--- src/tcw_pkg.sv ---
// text console writer package: cell type, operation codes, character constants
// and the hex glyph lookup used by the controller; the cell type is shared with the screen memory
// no dependencies
package tcw_pkg;

	// default screen geometry
	localparam int DEF_SCREEN_COLS = 80;
	localparam int DEF_SCREEN_ROWS = 25;

	// character and attribute constants
	localparam logic [7:0] BLANK_CHAR = 8'h20;
	localparam logic [7:0] RESET_ATTR = 8'h0F;
	localparam logic [7:0] NEWLINE_CHAR = 8'h0A;
	localparam logic [7:0] PREFIX_ZERO = 8'h30;
	localparam logic [7:0] PREFIX_X = 8'h78;

	// put-hex emits a two-glyph prefix and eight digits
	localparam int HEX_LEN = 10;
	localparam int HEX_PREFIX_LEN = 2;
	localparam int HEX_IDX_W = 4;

	// operation codes
	typedef enum logic [1:0] {
		OP_PUT_CHAR = 2'd0,
		OP_PUT_HEX = 2'd1,
		OP_CLEAR = 2'd2,
		OP_READ = 2'd3
	} op_t;

	// one screen cell: attribute in the high byte, character in the low byte
	typedef struct packed {
		logic [7:0] attr;
		logic [7:0] chr;
	} cell_t;

	// upper-case hex digit glyph
	function automatic logic [7:0] hex_glyph(input logic [3:0] nibble);
		logic [7:0] g;
		unique case (nibble)
			4'h0: g = 8'h30;
			4'h1: g = 8'h31;
			4'h2: g = 8'h32;
			4'h3: g = 8'h33;
			4'h4: g = 8'h34;
			4'h5: g = 8'h35;
			4'h6: g = 8'h36;
			4'h7: g = 8'h37;
			4'h8: g = 8'h38;
			4'h9: g = 8'h39;
			4'hA: g = 8'h41;
			4'hB: g = 8'h42;
			4'hC: g = 8'h43;
			4'hD: g = 8'h44;
			4'hE: g = 8'h45;
			4'hF: g = 8'h46;
			default: g = 8'h30;
		endcase
		return g;
	endfunction

endpackage

--- src/tcw_ctrl.sv ---
// text console sequencer: cursor, put-char and put-hex steps, scroll copy pass,
// blanking and clearing passes, cell read; drives the screen memory; uses tcw_pkg
module tcw_ctrl
	import tcw_pkg::*;
#(
	parameter int SCREEN_COLS = DEF_SCREEN_COLS,
	parameter int SCREEN_ROWS = DEF_SCREEN_ROWS,
	parameter int CELL_COUNT = SCREEN_COLS * SCREEN_ROWS,
	parameter int AW = $clog2(CELL_COUNT)
) (
	input  logic          clk,
	input  logic          arst_n,
	input  logic          start,
	output logic          busy,
	output logic          done,
	input  logic [1:0]    operation,
	input  logic [7:0]    char_code,
	input  logic [31:0]   hex_value,
	input  logic [4:0]    read_row,
	input  logic [6:0]    read_column,
	input  logic [7:0]    text_attr,
	output logic          mem_we,
	output logic [AW-1:0] mem_waddr,
	output cell_t         mem_wdata,
	output logic          mem_re,
	output logic [AW-1:0] mem_raddr,
	input  cell_t         mem_rdata,
	output logic [7:0]    cell_char,
	output logic [7:0]    cell_attr,
	output logic [6:0]    cursor_column_now,
	output logic [4:0]    cursor_row_now
);

	localparam int CW = $clog2(SCREEN_COLS);
	localparam int RW = $clog2(SCREEN_ROWS);
	localparam logic [AW-1:0] LAST_ADDR = AW'(CELL_COUNT - 1);
	localparam logic [AW-1:0] SCROLL_FIRST = AW'(SCREEN_COLS);
	localparam logic [AW-1:0] LAST_ROW_ADDR = AW'((SCREEN_ROWS - 1) * SCREEN_COLS);
	localparam logic [CW-1:0] COL_LAST = CW'(SCREEN_COLS - 1);
	localparam logic [RW-1:0] ROW_LAST = RW'(SCREEN_ROWS - 1);

	typedef enum logic [6:0] {
		ST_INIT   = 7'b0000001,
		ST_IDLE   = 7'b0000010,
		ST_PUT    = 7'b0000100,
		ST_SCROLL = 7'b0001000,
		ST_SWAIT  = 7'b0010000,
		ST_BLANK  = 7'b0100000,
		ST_READ   = 7'b1000000
	} state_t;

	state_t                state_q;
	logic [AW-1:0]         scan_q;
	logic [CW-1:0]         col_q;
	logic [RW-1:0]         row_q;
	op_t                   op_q;
	logic [7:0]            char_q;
	logic [31:0]           hex_q;
	logic [HEX_IDX_W-1:0]  idx_q;
	logic                  rd_ok_q;
	logic                  done_q;
	logic [7:0]            cell_char_q;
	logic [7:0]            cell_attr_q;
	logic                  wvalid_s1;
	logic [AW-1:0]         waddr_s1;

	op_t                   op_in;
	logic                  accept;
	logic                  rd_ok;
	logic [7:0]            glyph;
	logic                  is_newline;
	logic                  adv_row;
	logic [CW-1:0]         next_col;
	logic                  put_last;
	logic                  seq_over;
	logic [AW-1:0]         cursor_pos;

	assign op_in = op_t'(operation);
	assign busy = (state_q != ST_IDLE);
	assign accept = start && !busy;
	assign rd_ok = (int'(read_row) < SCREEN_ROWS) && (int'(read_column) < SCREEN_COLS);

	// glyph for the current put step
	always_comb begin
		if (op_q == OP_PUT_CHAR) begin
			glyph = char_q;
		end else if (idx_q == HEX_IDX_W'(0)) begin
			glyph = PREFIX_ZERO;
		end else if (idx_q == HEX_IDX_W'(1)) begin
			glyph = PREFIX_X;
		end else begin
			glyph = hex_glyph(hex_q[31:28]);
		end
	end

	// cursor advance
	assign is_newline = (glyph == NEWLINE_CHAR);
	assign adv_row = is_newline || (col_q == COL_LAST);
	assign next_col = adv_row ? '0 : col_q + CW'(1);
	assign put_last = (op_q == OP_PUT_CHAR) || (idx_q == HEX_IDX_W'(HEX_LEN - 1));
	assign seq_over = (op_q == OP_PUT_CHAR) || (idx_q == HEX_IDX_W'(HEX_LEN));
	assign cursor_pos = AW'(int'(row_q) * SCREEN_COLS + int'(col_q));

	// memory write port select
	always_comb begin
		mem_we = 1'b0;
		mem_waddr = scan_q;
		mem_wdata = '{attr: text_attr, chr: BLANK_CHAR};
		if (wvalid_s1) begin
			mem_we = 1'b1;
			mem_waddr = waddr_s1;
			mem_wdata = mem_rdata;
		end else if (state_q == ST_INIT) begin
			mem_we = 1'b1;
			mem_wdata = '{attr: RESET_ATTR, chr: BLANK_CHAR};
		end else if (state_q == ST_BLANK) begin
			mem_we = 1'b1;
		end else if (state_q == ST_PUT) begin
			mem_we = !is_newline;
			mem_waddr = cursor_pos;
			mem_wdata = '{attr: text_attr, chr: glyph};
		end
	end

	// memory read port select
	always_comb begin
		if (state_q == ST_SCROLL) begin
			mem_re = 1'b1;
			mem_raddr = scan_q;
		end else begin
			mem_re = accept && (op_in == OP_READ) && rd_ok;
			mem_raddr = AW'(int'(read_row) * SCREEN_COLS + int'(read_column));
		end
	end

	// sequencer
	always_ff @(posedge clk or negedge arst_n) begin
		if (!arst_n) begin
			state_q <= ST_INIT;
			scan_q <= '0;
			col_q <= '0;
			row_q <= '0;
			op_q <= OP_PUT_CHAR;
			char_q <= '0;
			hex_q <= '0;
			idx_q <= '0;
			rd_ok_q <= 1'b0;
			done_q <= 1'b0;
			cell_char_q <= '0;
			cell_attr_q <= '0;
			wvalid_s1 <= 1'b0;
			waddr_s1 <= '0;
		end else begin
			done_q <= 1'b0;
			wvalid_s1 <= 1'b0;
			unique case (state_q)
				ST_INIT: begin
					scan_q <= scan_q + AW'(1);
					if (scan_q == LAST_ADDR) begin
						state_q <= ST_IDLE;
					end
				end
				ST_IDLE: begin
					if (start) begin
						op_q <= op_in;
						char_q <= char_code;
						hex_q <= hex_value;
						idx_q <= '0;
						rd_ok_q <= rd_ok;
						cell_char_q <= '0;
						cell_attr_q <= '0;
						unique case (op_in)
							OP_PUT_CHAR, OP_PUT_HEX: state_q <= ST_PUT;
							OP_CLEAR: begin
								scan_q <= '0;
								state_q <= ST_BLANK;
							end
							OP_READ: state_q <= ST_READ;
							default: state_q <= ST_IDLE;
						endcase
					end
				end
				ST_PUT: begin
					col_q <= next_col;
					idx_q <= idx_q + HEX_IDX_W'(1);
					if (idx_q >= HEX_IDX_W'(HEX_PREFIX_LEN)) begin
						hex_q <= {hex_q[27:0], 4'h0};
					end
					if (adv_row && (row_q == ROW_LAST)) begin
						scan_q <= SCROLL_FIRST;
						state_q <= ST_SCROLL;
					end else begin
						if (adv_row) begin
							row_q <= row_q + RW'(1);
						end
						if (put_last) begin
							done_q <= 1'b1;
							state_q <= ST_IDLE;
						end
					end
				end
				// copy each row up: read one row below, write it back in the following cycle
				ST_SCROLL: begin
					wvalid_s1 <= 1'b1;
					waddr_s1 <= scan_q - SCROLL_FIRST;
					scan_q <= scan_q + AW'(1);
					if (scan_q == LAST_ADDR) begin
						state_q <= ST_SWAIT;
					end
				end
				ST_SWAIT: begin
					scan_q <= LAST_ROW_ADDR;
					state_q <= ST_BLANK;
				end
				ST_BLANK: begin
					scan_q <= scan_q + AW'(1);
					if (scan_q == LAST_ADDR) begin
						if (op_q == OP_CLEAR) begin
							col_q <= '0;
							row_q <= '0;
							done_q <= 1'b1;
							state_q <= ST_IDLE;
						end else if (seq_over) begin
							done_q <= 1'b1;
							state_q <= ST_IDLE;
						end else begin
							state_q <= ST_PUT;
						end
					end
				end
				ST_READ: begin
					cell_char_q <= rd_ok_q ? mem_rdata.chr : 8'h00;
					cell_attr_q <= rd_ok_q ? mem_rdata.attr : 8'h00;
					done_q <= 1'b1;
					state_q <= ST_IDLE;
				end
				default: state_q <= ST_IDLE;
			endcase
		end
	end

	// result word
	assign done = done_q;
	assign cell_char = cell_char_q;
	assign cell_attr = cell_attr_q;
	assign cursor_column_now = 7'(int'(col_q));
	assign cursor_row_now = 5'(int'(row_q));

endmodule

--- config.mk ---
export PLATFORM = sky130hd
export DESIGN_NAME = tcw_ctrl
export DESIGN_NICKNAME = d
export VERILOG_FILES = /design/src/tcw_pkg.sv /design/src/tcw_ctrl.sv
export SDC_FILE = /design/constraint.sdc
export NUM_CORES = 1
export LEC_CHECK = 0
export BUFFER_PORTS_ARGS = -buffer_cell sky130_fd_sc_hd__clkbuf_2
export CORE_MARGIN = 4
export CORE_UTILIZATION = 30
export DETAILED_ROUTE_END_ITERATION = 10
export SLEW_MARGIN = 20
export SYNTH_ARGS = -nofsm -noshare
export SYNTH_HDL_FRONTEND = slang
export SYNTH_SLANG_ARGS = --single-unit
--- constraint.sdc ---
create_clock -name clk -period 7.95 [get_ports clk]
set_clock_uncertainty 0.05 [all_clocks]
set_input_delay 1.1925 -clock clk [delete_from_list [all_inputs] [get_ports clk]]
set_output_delay 1.1925 -clock clk [all_outputs]
set_load 0.05 [all_outputs]
# --- Word level (Yosys, flattened, before mapping) ---
# Memory sizes are Yosys's and may differ from the RTL's.
# Index checks and enable logic that the tools add are counted.
classes:
  n_mux: 57
  n_mul: 2
  n_addsub: 7
  reduce_logical: 27
  n_eq_ne: 30
  n_lt_le_gt_ge: 3
op_table:
  columns: ["cell", "n"]
  rows:
  - ["11-bit two-way mux", 8]
  - ["32-bit two-way mux", 2]
  - ["8-bit two-way mux", 8]
  - ["32-bit one-hot mux with 2 select lines", 1]
  - ["7-bit two-way mux", 9]
  - ["11-bit one-hot mux with 4 select lines", 1]
  - ["7-bit one-hot mux with 6 select lines", 1]
  - ["16-bit two-way mux", 2]
  - ["8-bit one-hot mux with 2 select lines", 2]
  - ["11-bit by 7-bit adder with 11-bit output", 2]
  - ["7-bit one-hot mux with 3 select lines", 1]
  - ["5-bit two-way mux", 4]
  - ["7-bit equality test (second input constant)", 2]
  - ["5-bit by 3-bit multiplier with 7-bit output (second input constant)", 2]
  - ["7-bit one-hot mux with 2 select lines", 1]
  - ["2-bit by 1-bit inequality test with 1-bit output (second input constant)", 6]
  - ["11-bit by 1-bit adder with 11-bit output (second input constant)", 1]
  - ["11-bit equality test (second input constant)", 1]
  - ["1-bit two-way mux", 11]
  - ["11-bit by 7-bit subtractor with 11-bit output (second input constant)", 1]
  - ["5-bit one-hot mux with 2 select lines", 1]
  - ["5-bit AND reduction", 2]
  - ["4-bit equality test (second input constant)", 2]
  - ["8-bit by 4-bit equality test with 1-bit output (second input constant)", 1]
  - ["other kinds (35)", 54]
word_totals:
  wordCells: 141
  inputBits: 81
  rom_bits: 112
  register_bits: 106
  output_inout_bits: 70
  memories: 1
memory_table:
  columns: ["name", "words", "word_bits", "read_ports", "rd_clocked_by_memory_dff", "write_ports", "line_no", "source"]
  rows:
  - ["(no name shown)", 16, 7, 1, 0, 0, "tcw_pkg.sv:39", "unique case (nibble)"]

# --- Logic depth before layout (Yosys ltp) ---
logic_depth:
  ltp_word: 10
  mapped_depth: 10
  depth_no_buf: 10

# --- Worst setup path before layout ---
# Ideal clock, no wire load.
synth_path:
  path_kind: "input to output"
  from: "input read_row[1]"
  to: "output mem_raddr[9]"
  cell_stages: 7
  path_slack_ns: 3.160
  n_path_buf: 0
  t_required_ns: 6.707
  t_arrival_ns: 3.547
  path_cell_list: "ha_1 ha_1 fa_1 nand2_1 nor2_1 xnor2_1 o21ai_0"
synth_between:
  elab_chain_len: 3
synth_lines:
  columns: ["item", "line_no", "source"]
  rows:
  - ["start, declared", "tcw_ctrl.sv:19", "input logic [4:0] read_row,"]
  - ["5-bit by 3-bit multiplier with 7-bit output", "tcw_ctrl.sv:132", "mem_raddr = AW'(int'(read_row) * SCREEN_COLS + int'(read_column));"]
  - ["11-bit by 7-bit adder with 11-bit output", "tcw_ctrl.sv:132", null]
  - ["11-bit two-way mux", "tcw_ctrl.sv:127", "if (state_q == ST_SCROLL) begin"]
  - ["end, declared", "tcw_ctrl.sv:26", "output logic [AW-1:0] mem_raddr,"]
# Every way passes these cells.

# --- Worst setup path after layout ---
layout_path:
  from: "input read_row[1]"
  to: "output mem_raddr[10]"
# Same word-level chain as after synthesis.

==> flow_summary.ini <==
[clock_tree]
clkLatencyLatePin_ps = 350
cts_max_level = 3
path_clk_slew_ps = 70
cts.sinks = 106
cts_setup_buffers = 0
ctsResizeCount = 0
cts_max_path_buffers = 2
cts_buffers = 9
cts_tree = yes
hold_buffers = 0
clock_tree.root_cell = clkbuf_16

[logic_synthesis]
ys_ff_latch = 106
yosysUniqueCellTypes = 61
synth_ff_type = dfrtp_1
syn-num-nets = 864
synth_top_cell_area_share_pct = 41.4
synth_edf_count = 0
synth_top_cells_by_area = dfrtp_1, nand2_1, ha_1
netlist_area_um2 = 6350
yosysWarnings = 0
synthArstFlopShare_pct = 100
yosysTopAreaCell = dfrtp_1
syn_avg_cell_area_um2 = 8.48
yosysSeqAreaShare_pct = 41.8
syn-instance-count = 749

[critical_path]
critPathKind = primary input to output pin
critPathCaptureType = output pin
ff2ff_path_depth = 8
crit_path_start_kind = primary input
critPathRequiredTime_ps = 6710
arrival_ps = 3360
reg2reg_to = hex_q[8]$_DFFE_PN0P_
reg2reg_from = state_q[6]$_DFFE_PN0P_
regToRegSetupSlack_ps = 4540
path_max_fanout = 4

[power]
peakVddDrop_mv = 0.137
p_leak_nw = 3.76
power_density_nw_per_um2 = 304

[route]
drc = 0
drt-total-wl_um = 18000
vias_per_cell = 5.06
antenna_left = 0
via_count = 5825
drtPass1Iterations = 5
routedWlPerCell_um = 15.7
drtIter0Drc = 323

[floorplan]
dieArea_um2 = 23600
io_pins = 151
core-area_um2 = 20600
die_y_um = 154
rows = 52
die_w_um = 154
initial_core_util_pct = 30.9

[placement]
dp_cells = 1136
place_hpwl_um = 13200
io_buffers = 150
place_congestion = 0.836

[sta]
hold_viol = 0
tns_ps = 0
worst-slew-pin-transition_ps = 1070
period_minus_slack_ps = 4610
setup_viol = 0
maxSlewViolCount = 0
fmax_mhz = 217
fin_crit_sh_pct = 57.9
timing.hold.ws_ps = 426
slew_headroom_pct = 27.4
grt_setup_unrepaired = no

[layout]
num_antenna_cells = 0
drive_gt1_share_pct = 21.4
fill_cells = 2173
final_cells = 1152
nNetsFinal = 992
area_growth_pct = 20.9

[global_routing]
track_usage_pct = 15.1
grt_antenna_before_repair = 0
grt_max_degree = 61
overflow = 0
grt_pass1_wl_um = 29500
grt_pass1_vias = 5745

[min_path]
hold_depth = 2
hold_end = char_q[1]$_DFFE_PN0P_
holdCritPathClass = register to register
min-delay-start = char_q[1]$_DFFE_PN0P_

[run_status]
status = completed

[flow_run]
maxCapViolations = 0
[placed cells by master, fill, tap and decap left out, types with 10 or more instances in the layout]
cell / netlist / routed
nand2_1: 160 / 160
clkbuf_2: 0 / 149
dfrtp_1: 105 / 105
nor2_1: 73 / 73
o21ai_0: 46 / 46
a31oi_1: 39 / 38
a21oi_1: 33 / 33
ha_1: 30 / 30
inv_1: 28 / 28
a22o_1: 27 / 27
nand3_1: 21 / 21
xor2_1: 15 / 15
nor2b_1: 11 / 11
a21o_1: 10 / 10
buf_4: 0 / 10
[metal layers]
metal | share of wire, % | GRT usage, %
met1 | 47 | 20.6
met2 | 47 | 24.8
met3 | 5.5 | 3.29
met4 | 0.86 | 3.11
met5 | 0 | 0
[where the power goes]
part	switching [mW]	internal (mW)
logic	0.689	0.345
clock network	0.216	0.249
registers	0.146	0.690
total	1.05	1.28
[stage by stage]
step / util [%] / setup slack (ps) / instance area (um^2) / total power, mW
after floorplan: - / 3160 / 6350 / 1.60
after global placement: 35.9 / 3400 / 7380 / 1.87
after detailed placement: 35.9 / 3350 / 7380 / 1.88
after CTS: 37.3 / 3350 / 7680 / 2.36
after global routing: 37.3 / 3210 / 7680 / 2.52
final: 37.3 / 3340 / 7680 / 2.34
[cell type report]
type	count	area, um^2	share of cell area, %
clock buffer	11	233	3.03
timing repair buffer	159	821	10.7
inverter	28	105	1.37
clock inverter	5	65.1	0.847
sequential	106	2650	34.6
tap	270	338	4.40
multi-input combinational	573	3460	45.1
[synth_stat cells (15+ instances only)]
cell type / count
a21oi_1: 33
a22o_1: 27
a31oi_1: 39
clkbuf_1: 34
dfrtp_1: 105
ha_1: 30
inv_1: 28
nand2_1: 160
nand3_1: 21
nor2_1: 73
o21ai_0: 46
xor2_1: 15
[kinds of logic after synthesis]
| group | count (synthesis) | synth area share [%] |
|---|---|---|
| buffers and inverters | 70 | 4.26 |
| DFF | 106 | 41.8 |
| muxes | 11 | 1.79 |
| and+or+nand+nor | 319 | 22.7 |
| AOI/OAI and AO/OA | 187 | 19.2 |
| adders and majority gates | 34 | 7.17 |
| xor gates and xnor gates | 22 | 3.03 |
[worst max-delay path, stage by stage]
cell       delay, ps
clkbuf_2         110
ha_1             310
ha_1             230
fa_1             380
xor2_1           220
o2111ai_1        170
xor2_1           180
xnor2_1          130
a21oi_1          150
clkbuf_2         290
[sequential cells by signal, summed over array words and instances (netlist names), 7 cells and up]
name / flops
cell_attr: 8
hex_q: 32
cursor_column_now: 7
state_q: 7
cell_char: 8
scan_q: 11
waddr_s1: 11
char_q: 8
[how the worst max path moves through the flow]
stage,cells after the start,from,endpoint,slack (ps)
2_1_floorplan,7,read_row[1],mem_raddr[9],3160
3_3_place_gp,10,read_row[1],mem_raddr[10],3400
6_report,10,read_row[1],mem_raddr[10],3340
5_1_grt,10,read_row[1],mem_raddr[10],3210
4_1_cts,10,read_row[1],mem_raddr[10],3350
3_5_place_dp,10,read_row[1],mem_raddr[10],3350
Power figures use the tool's default switching activity.
